`config.mk`:
```
export PLATFORM = sky130hd
export DESIGN_NAME = plse_ram
export DESIGN_NICKNAME = d
export VERILOG_FILES = /design/src/rtl/core/positional_list_sort_engine_assert.svh /design/src/rtl/core/plse_ram.sv
export SDC_FILE = /design/constraint.sdc
export NUM_CORES = 2
export LEC_CHECK = 0
export BUFFER_PORTS_ARGS = -buffer_cell sky130_fd_sc_hd__buf_2
export CAP_MARGIN = 20
export CORE_AREA = 2 2 563 565
export CTS_BUF_LIST = sky130_fd_sc_hd__clkbuf_8
export DETAILED_ROUTE_END_ITERATION = 8
export DIE_AREA = 0 0 565 567
export SLEW_MARGIN = 20
export SYNTH_ARGS = -nofsm -noshare
export SYNTH_HDL_FRONTEND = slang
export SYNTH_SLANG_ARGS = --single-unit
```
`constraint.sdc`:
```
create_clock -name clock -period 3.6 [get_ports clock]
set_input_delay 0 -clock clock [delete_from_list [all_inputs] [get_ports clock]]
set_output_delay 0 -clock clock [all_outputs]
set_load 0.01 [all_outputs]
```
`src/rtl/core/positional_list_sort_engine_assert.svh`:
```
`ifndef POSITIONAL_LIST_SORT_ENGINE_ASSERT_SVH
`define POSITIONAL_LIST_SORT_ENGINE_ASSERT_SVH
// Assertion helpers for the list engine.
`ifndef ASSERT_OFF
`define PLSE_ASSERT(label, clk, rst, prop, msg) \
   label: assert property (@(posedge clk) disable iff (rst) (prop)) else $error(msg);
`define PLSE_ASSERT_NR(label, clk, prop, msg) \
   label: assert property (@(posedge clk) (prop)) else $error(msg);
`else
`define PLSE_ASSERT(label, clk, rst, prop, msg)
`define PLSE_ASSERT_NR(label, clk, prop, msg)
`endif
`endif

```
`src/rtl/core/plse_ram.sv`:
```
module plse_ram #(
   parameter int WIDTH = 32,
   parameter int DEPTH = 128
) (
   input  logic                     clock,
   input  logic                     we,
   input  logic [$clog2(DEPTH)-1:0] waddr,
   input  logic [WIDTH-1:0]         wdata,
   input  logic [$clog2(DEPTH)-1:0] raddr,
   output logic [WIDTH-1:0]         rdata
);
   logic [WIDTH-1:0] mem [DEPTH];
   logic [WIDTH-1:0] rdata_ff;

   always_ff @(posedge clock) begin
      if (we) begin
         mem[waddr] <= wdata;
      end
      rdata_ff <= mem[raddr];
   end

   assign rdata = rdata_ff;
endmodule

```
* After elaboration in Yosys (flattened, before gate mapping)
Memories as Yosys holds them, arrays and structs flattened. A register that Yosys moved wholly into a read port is not among the register bits.
Index checks and enable logic that the tools add are counted.
** Word-level totals
- Logic and storage cells :: 3
- RAM bits :: 4096
- Memories kept :: 1
- Register bits after elaboration :: 0
- Output and inout port bits :: 32
- Bits of input ports :: 48
** Memories
- mem :: depth 128, width 32, rd ports 1, clocked after memory_dff 1, write ports 1, line plse_ram.sv:12 : logic [WIDTH-1:0] mem [DEPTH];
** Operators by class
- Mux-type cells :: 2
** Operators by type and width (count)
- $mux W1 :: 2

* Depth between registers and ports, before layout
- Depth in word-level cells :: 2
- Gate-level depth with buffers :: 8

* Least setup slack after synthesis
Ideal clock, no wire load.
- Path kind :: input port to flip-flop
- Start :: input we
- End :: memory mem[98][0], enable pin
- Slack :: 0.361 ns
- Arrival :: 2.778 ns
- Required time :: 3.139 ns
- Stages :: 3
- Cells stage by stage :: clkbuf_1 nand4_1 nor3_1
** Between the ends
- Cells in the longest elaborated chain, start to end :: 2
** RTL lines
- start: declaration :: line plse_ram.sv:6 : input logic we,
- $mux W1 :: line plse_ram.sv:16 : if (we) begin
- $mux W1 (not written as such) :: line plse_ram.sv:17 : mem[waddr] <= wdata;
- end: declaration :: line plse_ram.sv:12
Every way passes these cells.

==> out/results.ini <==
[sta]
fmax_mhz=285
period_minus_slack_ns=3.51
maxSlewViolCount=0
setup_viol=0
period_share=0.975
hold_viol=0
rsz0062_at_grt=false
worst_slack_ns=0.0907
tightest_slew_ns=1.15
finalSetupTns_ns=0
fin_worst_skew_ns=0.0370
max_slew_margin=0.235

[clock_network]
cts_setup_buffers=0
clk_pin_slew_ns=0.06
clk_path_buf_depth=4
clk_latency_ns=1.21
cts_sinks=4128
clock-root-buffer=clkbuf_8
h-tree-depth=6
cts_buffers=661
cts_resized=0
tritoncts=built

[worst_setup_path]
cp_max_fo=1
critPathKind=reg2reg
arrival_ns=4.59
crit_path_end_kind=flip-flop
crit_required_ns=4.68
worstSetupStartpointType=flip-flop

[floorplan]
fp.dieH_um=567
floorplan.rows=206
die_w_um=565
core-area_mm2=0.314
fp.dieArea_mm2=0.320
initial_utilization=0.498
ios=80

[route]
ant_nets=0
drc=0
drt_iter0_drc=10700
routedWlPerCell_um=37.0
viasPerCell=6.36
wl_mm=428
via_count=73600
drt-pass1-iter-count=5

[synth]
synth.avg_cell_area_um2=26.1
yosysTopAreaCellShare=0.787
netlist_area_mm2=0.156
seq_area_frac_synth=0.791
async_flop_share=0
yosysTopAreaCell=edfxtp_1
synth-main-ff-cell=edfxtp_1
synthTopCellsByArea=edfxtp_1 79%, mux4_2 19%, clkbuf_1 0.44%
ys_top_cells_by_count=4096 x edfxtp_1, 1344 x mux4_2, 182 x clkbuf_1, 122 x nor2_1, 79 x buf_2
syn_inst=5990
yosys_warnings=0
synth-seq-cells=4128
synth_edf_count=4096
synth_most_common_cell=edfxtp_1
ys_types=17
syn-num-nets=6038

[hold_path]
hold_path_class=in2reg

[finish]
final_nets=6917
syn_to_final_growth_pct=14.4
fin_util=0.570
drive_gt1_frac=0.371

[power_and_ir_drop]
powerDensity_mw_per_mm2=533
vdd_ir_drop_max_mv=0.351
p_leak_nw=55.9
total_power_w=0.0953

[placement]
portBuffers=79
dp_slack_ns=0.349
gp_congestion=0.824
hpwl_mm=230

[global_route]
grt_max_degree=100
grt_antenna_before_repair=55
gr-total-overflow=0
grt_pass1_vias=74500
grtUsageTotal=0.269
grt_first_pass_wirelength_mm=592

[run]
maxCapViolations=0

[run_status]
outcome=completed

cell families after synthesis:
kind of cell           share of synthesized area
flip-flops                                 0.791
multiplexers                               0.196
AND/OR/NAND/NOR                          0.00446
buffers and inverters                    0.00839
worst max-delay path: stages (launching register included):
cell and delay [ns]:
edfxtp_1 0.44, mux4_2 0.52, mux4_2 0.54, mux4_2 0.47
dlygate4sd3_1 0.57, mux2_2 0.27, dlygate4sd3_1 0.57
flip-flops by register name (all words and copies together), names as in the netlist:
name	count
rdata	32
mem	4096
where the power goes:
group          switching, W  internal, W
sequential         0.000167       0.0531
combinational       0.00336      0.00217
clock                0.0184       0.0181
layer usage:
layer	global-route usage	vias up	part of all wire
met5	0	-	0.00018
met4	0.0762	10	0.027
met3	0.0558	553	0.098
met2	0.411	3982	0.47
met1	0.399	40800	0.40
li1	-	28300	-
timing repair:
action,in CTS,in global routing
endpoints found under the setup margin,0,0
endpoints found under the hold margin,6534,235
hold buffers,103,6
through the flow:
stage	area, µm²	cells	hold slack [ns]
final	179000	11600	0.0658
after global placement	166000	10300	0.365
after detailed placement	166000	10300	0.387
after floorplan	156000	5990	0.0989
after global routing	179000	11600	0.0650
after CTS	179000	11500	0.00714
worst paths after layout:
| path | slack (ns) | depth (start not counted) | start | end |
|---|---|---|---|---|
| max | 0.09 | 6 | mem[96][19]$_DFFE_PP_ | rdata[19]$_DFF_P_ |
| min | 0.07 | 2 | wdata[16] | mem[22][16]$_DFFE_PP_ |
| max reg2reg | 0.09 | 6 | mem[96][19]$_DFFE_PP_ | rdata[19]$_DFF_P_ |
| min reg2reg | 1.12 | 4 | mem[92][11]$_DFFE_PP_ | rdata[11]$_DFF_P_ |
cells in the final DEF (no fill, tap or decap):
master and n:
nand2_2 3, inv_12 3, clkinv_8 7, nor2_4 119, nand4_1 3, dlygate4sd3_1 95
buf_8 3, nor2_1 3, mux4_2 1344, nand2b_1 2, nand3_1 8, or3_1 1
clkinv_2 55, nor3_2 9, buf_16 5, clkinvlp_4 15, edfxtp_1 4096, diode_2 31
inv_6 9, buf_12 119, buf_2 41, nand2_1 11, bufinv_16 8, nand3_2 4
nor2b_1 7, clkinv_1 156, buf_4 262, mux2_2 32, inv_1 232, inv_8 19
buf_6 7, clkbuf_8 676, dfxtp_1 32
cell type report:
type                            instances  area, µm²
Fill cell                           22900     135000
Sequential cell                      4128     124000
Multi-Input combinational cell       1546      32300
Clock buffer                          676       9300
Timing Repair Buffer                  532       5770
Tap cell                             4160       5200
Clock inverter                        504       2540
Antenna cell                           31       77.6
No activity file was read; power rests on OpenSTA's default activity.
