### src/rtl/core/positional_list_sort_engine_assert.svh
`ifndef POSITIONAL_LIST_SORT_ENGINE_ASSERT_SVH
`define POSITIONAL_LIST_SORT_ENGINE_ASSERT_SVH
// Assertion helpers for the list engine.
`ifndef ASSERT_OFF
`define PLSE_ASSERT(label, clk, rst, prop, msg) \
   label: assert property (@(posedge clk) disable iff (rst) (prop)) else $error(msg);
`define PLSE_ASSERT_NR(label, clk, prop, msg) \
   label: assert property (@(posedge clk) (prop)) else $error(msg);
`else
`define PLSE_ASSERT(label, clk, rst, prop, msg)
`define PLSE_ASSERT_NR(label, clk, prop, msg)
`endif
`endif

### src/rtl/core/plse_pkg.sv
package plse_pkg;
   localparam int CAPACITY = 128;
   localparam int IDX_W = $clog2(CAPACITY);
   localparam int CNT_W = $clog2(CAPACITY + 1);

   localparam logic [2:0] OP_INSERT = 3'd0;
   localparam logic [2:0] OP_REMOVE = 3'd1;
   localparam logic [2:0] OP_REMKEY = 3'd2;
   localparam logic [2:0] OP_SEARCH = 3'd3;
   localparam logic [2:0] OP_SORT   = 3'd4;
   localparam logic [2:0] OP_READ   = 3'd5;

   localparam logic [2:0] ST_OK       = 3'd0;
   localparam logic [2:0] ST_FULL     = 3'd1;
   localparam logic [2:0] ST_EMPTY    = 3'd2;
   localparam logic [2:0] ST_BADPOS   = 3'd3;
   localparam logic [2:0] ST_NOTFOUND = 3'd4;

   typedef struct packed {
      logic [2:0]         operation;
      logic [6:0]         position;
      logic signed [31:0] value;
   } req_type;

   typedef struct packed {
      logic [2:0]         status;
      logic signed [31:0] read_value;
      logic [6:0]         found_position;
      logic [7:0]         entry_count;
   } rsp_type;

   typedef struct packed {
      logic             we;
      logic [IDX_W-1:0] waddr;
      logic [31:0]      wdata;
      logic [IDX_W-1:0] raddr;
   } mem_ctl_type;
endpackage

### src/rtl/core/plse_ctrl.sv
`include "positional_list_sort_engine_assert.svh"
module plse_ctrl (
   input  logic                  clock,
   input  logic                  reset,
   input  logic                  req_valid,
   output logic                  req_ready,
   input  plse_pkg::req_type     req_data,
   output logic                  rsp_valid,
   input  logic                  rsp_ready,
   output plse_pkg::rsp_type     rsp_data,
   output plse_pkg::mem_ctl_type mem_ctl,
   input  logic [31:0]           mem_rdata
);
   import plse_pkg::*;

   localparam logic [3:0] S_IDLE   = 4'd0;
   localparam logic [3:0] S_INS    = 4'd1;  // shift up, one read per step
   localparam logic [3:0] S_DROP   = 4'd2;  // shift down
   localparam logic [3:0] S_FIND   = 4'd3;  // linear scan
   localparam logic [3:0] S_READ   = 4'd4;
   localparam logic [3:0] S_SOUTER = 4'd5;  // load cur for insertion sort
   localparam logic [3:0] S_SINNER = 4'd6;  // compare and move one entry
   localparam logic [3:0] S_DONE   = 4'd7;

   logic [3:0]       state_ff, state_in;
   logic [CNT_W-1:0] count_ff, count_in;
   logic [CNT_W-1:0] k_ff, k_in;     // walking index
   logic [CNT_W-1:0] i_ff, i_in;     // sort outer index
   logic             rd_ff, rd_in;   // a read is in flight
   req_type          req_ff, req_in;
   logic [31:0]      cur_ff, cur_in;
   rsp_type          out_ff, out_in;
   logic             ov_ff, ov_in;
   mem_ctl_type      mc;

   logic [CNT_W-1:0] pos_ext;
   assign pos_ext = CNT_W'(req_data.position);

   always_comb begin
      state_in = state_ff;
      count_in = count_ff;
      k_in = k_ff;
      i_in = i_ff;
      rd_in = 1'b0;
      req_in = req_ff;
      cur_in = cur_ff;
      out_in = out_ff;
      ov_in = ov_ff;
      mc = '0;
      if (ov_ff && rsp_ready) begin
         ov_in = 1'b0;
      end
      case (state_ff)
         S_IDLE: begin
            if (req_valid && !ov_ff) begin
               req_in = req_data;
               out_in = '0;
               out_in.status = ST_OK;
               state_in = S_DONE;
               case (req_data.operation)
                  OP_INSERT: begin
                     if (count_ff >= CNT_W'(CAPACITY)) begin
                        out_in.status = ST_FULL;
                     end else if (pos_ext > count_ff) begin
                        out_in.status = ST_BADPOS;
                     end else begin
                        k_in = count_ff;
                        state_in = S_INS;
                     end
                  end
                  OP_REMOVE: begin
                     if (count_ff == '0) begin
                        out_in.status = ST_EMPTY;
                     end else if (pos_ext >= count_ff) begin
                        out_in.status = ST_BADPOS;
                     end else begin
                        k_in = pos_ext;
                        state_in = S_DROP;
                     end
                  end
                  OP_REMKEY, OP_SEARCH: begin
                     if (count_ff == '0) begin
                        out_in.status = ST_EMPTY;
                     end else begin
                        k_in = '0;
                        state_in = S_FIND;
                     end
                  end
                  OP_SORT: begin
                     if (count_ff == '0) begin
                        out_in.status = ST_EMPTY;
                     end else begin
                        i_in = CNT_W'(1);
                        state_in = S_SOUTER;
                     end
                  end
                  OP_READ: begin
                     if (count_ff == '0) begin
                        out_in.status = ST_EMPTY;
                     end else if (pos_ext >= count_ff) begin
                        out_in.status = ST_BADPOS;
                     end else begin
                        mc.raddr = IDX_W'(pos_ext);
                        rd_in = 1'b1;
                        state_in = S_READ;
                     end
                  end
                  default: out_in.status = ST_BADPOS;
               endcase
            end
         end
         S_INS: begin
            // k walks from count down to position; entry k takes entry k-1.
            if (k_ff == CNT_W'(req_ff.position)) begin
               mc.we = 1'b1;
               mc.waddr = IDX_W'(k_ff);
               mc.wdata = req_ff.value;
               count_in = count_ff + 1'b1;
               state_in = S_DONE;
            end else if (!rd_ff) begin
               mc.raddr = IDX_W'(k_ff - 1'b1);
               rd_in = 1'b1;
            end else begin
               mc.we = 1'b1;
               mc.waddr = IDX_W'(k_ff);
               mc.wdata = mem_rdata;
               k_in = k_ff - 1'b1;
            end
         end
         S_DROP: begin
            if (k_ff + 1'b1 >= count_ff) begin
               count_in = count_ff - 1'b1;
               state_in = S_DONE;
            end else if (!rd_ff) begin
               mc.raddr = IDX_W'(k_ff + 1'b1);
               rd_in = 1'b1;
            end else begin
               mc.we = 1'b1;
               mc.waddr = IDX_W'(k_ff);
               mc.wdata = mem_rdata;
               k_in = k_ff + 1'b1;
            end
         end
         S_FIND: begin
            if (!rd_ff) begin
               if (k_ff >= count_ff) begin
                  out_in.status = ST_NOTFOUND;
                  state_in = S_DONE;
               end else begin
                  mc.raddr = IDX_W'(k_ff);
                  rd_in = 1'b1;
               end
            end else if (mem_rdata == req_ff.value) begin
               out_in.found_position = 7'(k_ff);
               if (req_ff.operation == OP_REMKEY) begin
                  state_in = S_DROP;
               end else begin
                  state_in = S_DONE;
               end
            end else begin
               k_in = k_ff + 1'b1;
            end
         end
         S_READ: begin
            out_in.read_value = mem_rdata;
            state_in = S_DONE;
         end
         S_SOUTER: begin
            if (i_ff >= count_ff) begin
               state_in = S_DONE;
            end else if (!rd_ff) begin
               mc.raddr = IDX_W'(i_ff);
               rd_in = 1'b1;
            end else begin
               cur_in = mem_rdata;
               k_in = i_ff;
               state_in = S_SINNER;
            end
         end
         S_SINNER: begin
            if (k_ff == '0) begin
               mc.we = 1'b1;
               mc.waddr = IDX_W'(k_ff);
               mc.wdata = cur_ff;
               i_in = i_ff + 1'b1;
               state_in = S_SOUTER;
            end else if (!rd_ff) begin
               mc.raddr = IDX_W'(k_ff - 1'b1);
               rd_in = 1'b1;
            end else if ($signed(mem_rdata) > $signed(cur_ff)) begin
               mc.we = 1'b1;
               mc.waddr = IDX_W'(k_ff);
               mc.wdata = mem_rdata;
               k_in = k_ff - 1'b1;
            end else begin
               mc.we = 1'b1;
               mc.waddr = IDX_W'(k_ff);
               mc.wdata = cur_ff;
               i_in = i_ff + 1'b1;
               state_in = S_SOUTER;
            end
         end
         S_DONE: begin
            out_in.entry_count = 8'(count_ff);
            ov_in = 1'b1;
            state_in = S_IDLE;
         end
         default: state_in = S_IDLE;
      endcase
   end

   always_ff @(posedge clock) begin
      if (reset) begin
         state_ff <= S_IDLE;
         count_ff <= '0;
         ov_ff <= 1'b0;
         rd_ff <= 1'b0;
      end else begin
         state_ff <= state_in;
         count_ff <= count_in;
         ov_ff <= ov_in;
         rd_ff <= rd_in;
      end
      k_ff <= k_in;
      i_ff <= i_in;
      req_ff <= req_in;
      cur_ff <= cur_in;
      out_ff <= out_in;
   end

   assign req_ready = (state_ff == S_IDLE) && !ov_ff;
   assign rsp_valid = ov_ff;
   assign rsp_data = out_ff;
   assign mem_ctl = mc;

   `PLSE_ASSERT(a_cnt_cap, clock, reset, count_ff <= CNT_W'(CAPACITY), "count over capacity")
   `PLSE_ASSERT(a_ready_idle, clock, reset, req_ready |-> !rsp_valid, "ready with result pending")
   `PLSE_ASSERT(a_done_valid, clock, reset, (state_ff == S_DONE) |=> rsp_valid, "done without result")
   `PLSE_ASSERT_NR(a_reset, clock, reset |=> (state_ff == S_IDLE && !rsp_valid), "reset state")
endmodule

### config.mk
export PLATFORM = sky130hd
export DESIGN_NAME = plse_ctrl
export DESIGN_NICKNAME = d
export VERILOG_FILES = /design/src/rtl/core/plse_pkg.sv /design/src/rtl/core/plse_ctrl.sv
export VERILOG_INCLUDE_DIRS = /design/src /design/src/rtl/core
export SDC_FILE = /design/constraint.sdc
export NUM_CORES = 1
export LEC_CHECK = 0
export ABC_AREA = 1
export BUFFER_PORTS_ARGS = -buffer_cell sky130_fd_sc_hd__buf_2
export CAP_MARGIN = 20
export CORE_MARGIN = 5
export CORE_UTILIZATION = 55
export DETAILED_ROUTE_END_ITERATION = 12
export GPL_TIMING_DRIVEN = 1
export MAX_ROUTING_LAYER = met4
export PLACE_DENSITY = 0.79
export SYNTH_ARGS = -nofsm -noshare
export SYNTH_HDL_FRONTEND = slang
export SYNTH_SLANG_ARGS = --single-unit
### constraint.sdc
create_clock -name clock -period 4.84 [get_ports clock]
set_input_delay 0.242 -clock clock [delete_from_list [all_inputs] [get_ports clock]]
set_output_delay 0.242 -clock clock [all_outputs]
set_load 0.005 [all_outputs]
Word-level counts from Yosys, hierarchy flattened
Index checks and enable logic that the tools add are counted.

Register bits: 154. Bits in latches: 0. RAM bits: 0. ROM bits: 0. Bits of input ports: 78. Output and inout bits: 99. Logic and storage cells: 200. Memories: 0.

$add $sub $neg: 5. Multiply operators: 0. Divide/modulo/power cells: 0. $lt $le $gt $ge: 7. Equality and inequality tests: 45. Shift operators: 0. Muxes and demuxes: 100. Bitwise gates (word level): 1. Reductions and logical operators: 28.

Operators by type and width (count): 2-to-1 mux 8 bit (25); 2-to-1 mux 40 bit (4); case mux 40 bit (3 select lines) (1); 2-to-1 mux 7 bit (14); case mux 32 bit (2 select lines) (1); 2-to-1 mux 50 bit (1); case mux 8 bit (2 select lines) (3); case mux 8 bit (6 select lines) (1); 2-to-1 mux 47 bit (1); 2-to-1 mux 4 bit (11); case mux 7 bit (6 select lines) (1); != test 2 bit (second input constant) (18); equality test 32 bit (1); > comparator 32 bit (1); 2-to-1 mux 32 bit (1); != test 3 bit (second input constant) (10); case mux 4 bit (7 select lines) (1); adder 8 x 1 -> 8 bit (second input constant) (3); greater-or-equal comparator 8 bit (3); 2-to-1 mux 3 bit (8); case mux 8 bit (3 select lines) (1); AND reduction 19 bit (1); equality test 4 x 3 -> 1 bit (second input constant) (4); zero test 8 bit (2); 33 further kinds (69).

Longest topological paths before layout
Depth after elaboration: 6. Mapped depth: 21. Depth with buffers taken out: 19.

Worst setup path after synthesis
OpenSTA, ideal clock, no wires.

Path kind: flip-flop to flip-flop. From: register state_ff[0]. To: register out_ff, in the netlist rsp_data[15], enable pin. Setup time: 0.390 ns. Arrival: 3.679 ns. Required time: 4.450 ns. Path slack: 0.771 ns. Stages on the path, launching flop included: 8. Buffers on the path: 0. Clock period less this slack: 4.069 ns. Cells stage by stage: dfxtp_1 -> inv_1 -> nand2_1 -> nor2_4 -> inv_1 -> nor2_1 -> inv_1 -> nand2_1.

Word-level cells in the longest chain between the ends: 3. Elaborated cells between the ends (all ways): 5. Classes of those cells: eq/ne (2); reduce/logical (3).

RTL lines: from (decl) (line plse_ctrl.sv:25) `logic [3:0] state_ff, state_in;`; from (signal assigned) (line plse_ctrl.sv:219) `state_ff <= state_in;`; equality test 4 x 3 -> 1 bit or zero test 4 bit (tied branches) (line plse_ctrl.sv:53) `case (state_ff)`; nonzero test 2 bit (no source line) or != test 2 bit (tied branches); AND reduction 2 bit (no source line) *; to (signal assigned) (line plse_ctrl.sv:228) `out_ff <= out_in;`; to (decl) (line plse_ctrl.sv:32) `rsp_type out_ff, out_in;`.

Mark *: on every way between the ends. The rest lies on a longest branch, timed or not. A chain may end at the register's enable or synchronous reset.

==> summary.txt <==
Outcome: complete, no violations
Vias in the first global route: 9303
Clock tree from TritonCTS: built
Post-Route Setup TNS: 0 ps
Crit path max-delay cell type: sky130_fd_sc_hd__edfxtp_1
Fraction of the core area covered by cells at the end of the flow: 0.663
Die outline height: 148 um
Number of buffers inserted during clock tree synthesis: 17
Total detailed-routing wirelength: 32600 um
Avg Inst Size Synth: 8.37 um2
Kind of path behind the tightest hold check: input port to flop
Startpoint type of the worst setup path: flop
Wire length of the first global-routing pass: 50200 um
Weighted congestion reported at the end of routability-driven placement: 1.06
Number of enable flip-flop cells after synthesis: 140
Portion of the clock cycle consumed by the worst path in the final layout: 0.764
Number of distinct library cell variants in the gate-level netlist after synthesis: 52
Number of cells upsized or downsized after cts: 0
Arrival @ worst endpoint: 3460 ps
Post-synthesis sequential area ratio: 0.426
Gate count after technology mapping: 1253
Number of iterations in the first detailed-routing pass: 6
Count of clock tree sinks: 153
Number of vias per cell after detailed routing: 5.83
Critical-path maximum fanout: 8
Post-CTS Setup Inserts: 0
Element type at the critical path end: primary output
Async S/R FF share, synth: 0
Buf+Inv Stages, Crit Path: 4
Die outline width: 148 um
Clock latency on the worst-skew pair: 430 ps
Std cell rows: 50
Endpoints failing hold: 0
Remaining design rule violation count: 0
Post-route ant nets: 0
I/O Pins: 177
Fin Clk Skew: 12.3 ps
Transition time at the pin with the least slew margin: 912 ps
Maximum single-stage delay on the critical path: 520 ps
Fin worst setup slack: 1140 ps
CTS hold repair buffers: 30
Total number of vias: 9911
H-tree levels: 4
Number of failing setup endpoints in the final timing report: 0
Clock slew at the register clock pins of the worst setup and hold paths: 70 ps
Slack of the worst reg-to-reg path: 1440 ps
Most used flip-flop cell after synthesis: sky130_fd_sc_hd__edfxtp_1
CTS Root Buffer Type: sky130_fd_sc_hd__clkbuf_16
Placed Cells incl. Taps: 1634
Cell breakdown of the critical path: nand3_1 > nor3_1 > nand2_1 > xor2_1 > inv_1 > ha_1 > nand2_1 > nor2_1 > nand4_1 > nand4_4 > inv_1 > o22ai_1 > inv_1 > nor2_1 > nor2_1 > buf_2
Leakage component of the power: 5.85 nW
Worst-case setup slack after placement: 1440 ps
GRT met3 Usage: 0.0527
Global Route met1 Usage: 0.389
Crit Path Class: flop to primary output
Final #Nets: 1604
Buffers from clock root to sink, at most: 2
Cell class contributing the biggest share of worst-path delay: simple AND/OR/NAND/NOR gates
Core footprint: 0.0188 mm2
Effective utilization at floorplan: 0.559
Timing-limited maximum frequency: 0.270 GHz
Met2 usage: 0.480
FF+latch count, synth: 153
Setup repair after global routing missed its margin: no
Peak supply drop: 363 uV
Average wire per standard cell: 19.2 um
Layer carrying the most global-route usage: met2
Overflow left after global routing: 0
Initial antenna violation count: 2
Hold slack final: 31.4 ps
Final slew viol count: 0
Number of standard cells in the final layout excluding fillers: 1701
Yosys warning count: 0
Maxcap violations: 0
Area of the die: 0.0219 mm2
Maximum number of pins on one net before global-route repair: 45
DRC marker count from the first detailed-route iteration: 991
Total of buffers placed on input and output ports: 176
Post-synth net total: 1405
Power per standard cell area: 525 mW/mm2
GR Util All Layers: 0.301
Worst relative slew slack: 0.392
Detailed placement HPWL: 22900 um
Final worst path period need: 3700 ps
Area of the mapped netlist: 0.0105 mm2
Area added between synthesis and finish: 18.7%
Layout cell share with drive strength beyond 1: 0.206
Worst path required time: 4600 ps
-- metrics by stage --
stage / instance area (um2) / power (mW)
floorplan: 10500 / 4.07
global placement: 11500 / 5.07
detailed placement: 11500 / 5.10
CTS: 12400 / 6.48
global route: 12400 / 6.92
finish: 12400 / 6.54
-- layout by cell type, fill, tap and decap left out, drive strengths merged, types with 26 or more instances in the layout --
| cell | n |
|---|---|
| a21oi | 56 |
| nand2 | 291 |
| nand4 | 26 |
| o22ai | 26 |
| buf | 185 |
| dlygate4sd3 | 31 |
| o21ai | 42 |
| edfxtp | 140 |
| nor2 | 142 |
| ha | 73 |
| inv | 191 |
| a31oi | 37 |
| nand3 | 102 |
-- flip-flops by register name, indices dropped and copies added, names as in the netlist --
register	flops
rsp_data	50
req_ff	42
cur_ff	32
count_ff	8
i_ff	8
k_ff	8
state_ff	3
rd_ff	1
rsp_valid	1
-- where the power goes --
group | total [mW] | internal, mW | switching, mW
sequential | 2.18 | 1.93 | 0.250
clock | 1.36 | 0.808 | 0.548
combinational | 3.00 | 0.958 | 2.05
total | 6.54 | 3.69 | 2.84
-- synth_stat cells, types with 2 or more instances --
cell	number	area share
sky130_fd_sc_hd__o21ai_0	39	0.019
sky130_fd_sc_hd__xnor2_1	19	0.016
sky130_fd_sc_hd__dfxtp_1	13	0.025
sky130_fd_sc_hd__inv_2	9	0.0032
sky130_fd_sc_hd__nor2_8	2	0.0038
sky130_fd_sc_hd__o211ai_1	7	0.0050
sky130_fd_sc_hd__nand4_2	2	0.0024
sky130_fd_sc_hd__inv_1	180	0.064
sky130_fd_sc_hd__nor2_2	2	0.0012
sky130_fd_sc_hd__o21ai_1	3	0.0014
sky130_fd_sc_hd__buf_12	3	0.0057
sky130_fd_sc_hd__buf_2	7	0.0033
sky130_fd_sc_hd__nor2_4	5	0.0054
sky130_fd_sc_hd__edfxtp_1	140	0.40
sky130_fd_sc_hd__nand3_1	82	0.039
sky130_fd_sc_hd__buf_4	8	0.0057
sky130_fd_sc_hd__nand2_2	34	0.020
sky130_fd_sc_hd__o21a_1	5	0.0036
sky130_fd_sc_hd__o2111ai_1	5	0.0042
sky130_fd_sc_hd__nor3b_1	3	0.0021
sky130_fd_sc_hd__nand2_1	253	0.091
sky130_fd_sc_hd__nand4_1	23	0.014
sky130_fd_sc_hd__a21o_1	3	0.0021
sky130_fd_sc_hd__a31oi_1	36	0.021
sky130_fd_sc_hd__xor2_1	12	0.010
sky130_fd_sc_hd__nor3_2	2	0.0019
sky130_fd_sc_hd__a32oi_1	3	0.0025
sky130_fd_sc_hd__nand3_2	20	0.019
sky130_fd_sc_hd__nand2_4	3	0.0032
sky130_fd_sc_hd__clkbuf_1	16	0.0057
sky130_fd_sc_hd__o22ai_1	26	0.016
sky130_fd_sc_hd__nor2_1	133	0.048
sky130_fd_sc_hd__a21oi_1	55	0.026
sky130_fd_sc_hd__ha_1	73	0.087
sky130_fd_sc_hd__nor3_1	10	0.0048
-- per-layer routing --
layer | up-vias | part of all wire
met1 | 4538 | 0.40
met2 | 638 | 0.47
li1 | 4642 | -
met5 | - | 0
met4 | 0 | 0.032
met3 | 93 | 0.10
-- worst paths after layout --
path,depth (start not counted),start,to
setup / recovery,16,k_ff[2],mem_ctl[41]
setup reg to reg,14,cur_ff[27],k_ff[0]
hold reg to reg,1,count_ff[7],count_ff[7]
hold / removal,1,req_data[17],req_ff[17]
-- logic make-up (layout without fill, tap and decap cells) --
family	count (synthesis)	after routing	synth area share
buf+inv	227	439	0.0907
fa+ha+maj	74	74	0.0890
flops	153	153	0.426
simple gates	581	581	0.263
compound gates	187	187	0.106
other cells	0	2	0
xor+xnor	31	31	0.0259
-- layout make-up --
type | instances | area (um2)
clock buffers | 20 | 437
diodes | 2 | 5.00
inverters | 191 | 719
clock inverters | 12 | 149
repair buffers | 216 | 1290
multi-input cells | 873 | 5090
flip-flops and latches | 153 | 4460
fillers | 1519 | 6320
well taps | 234 | 293
No activity file was read; power rests on OpenSTA's default activity.
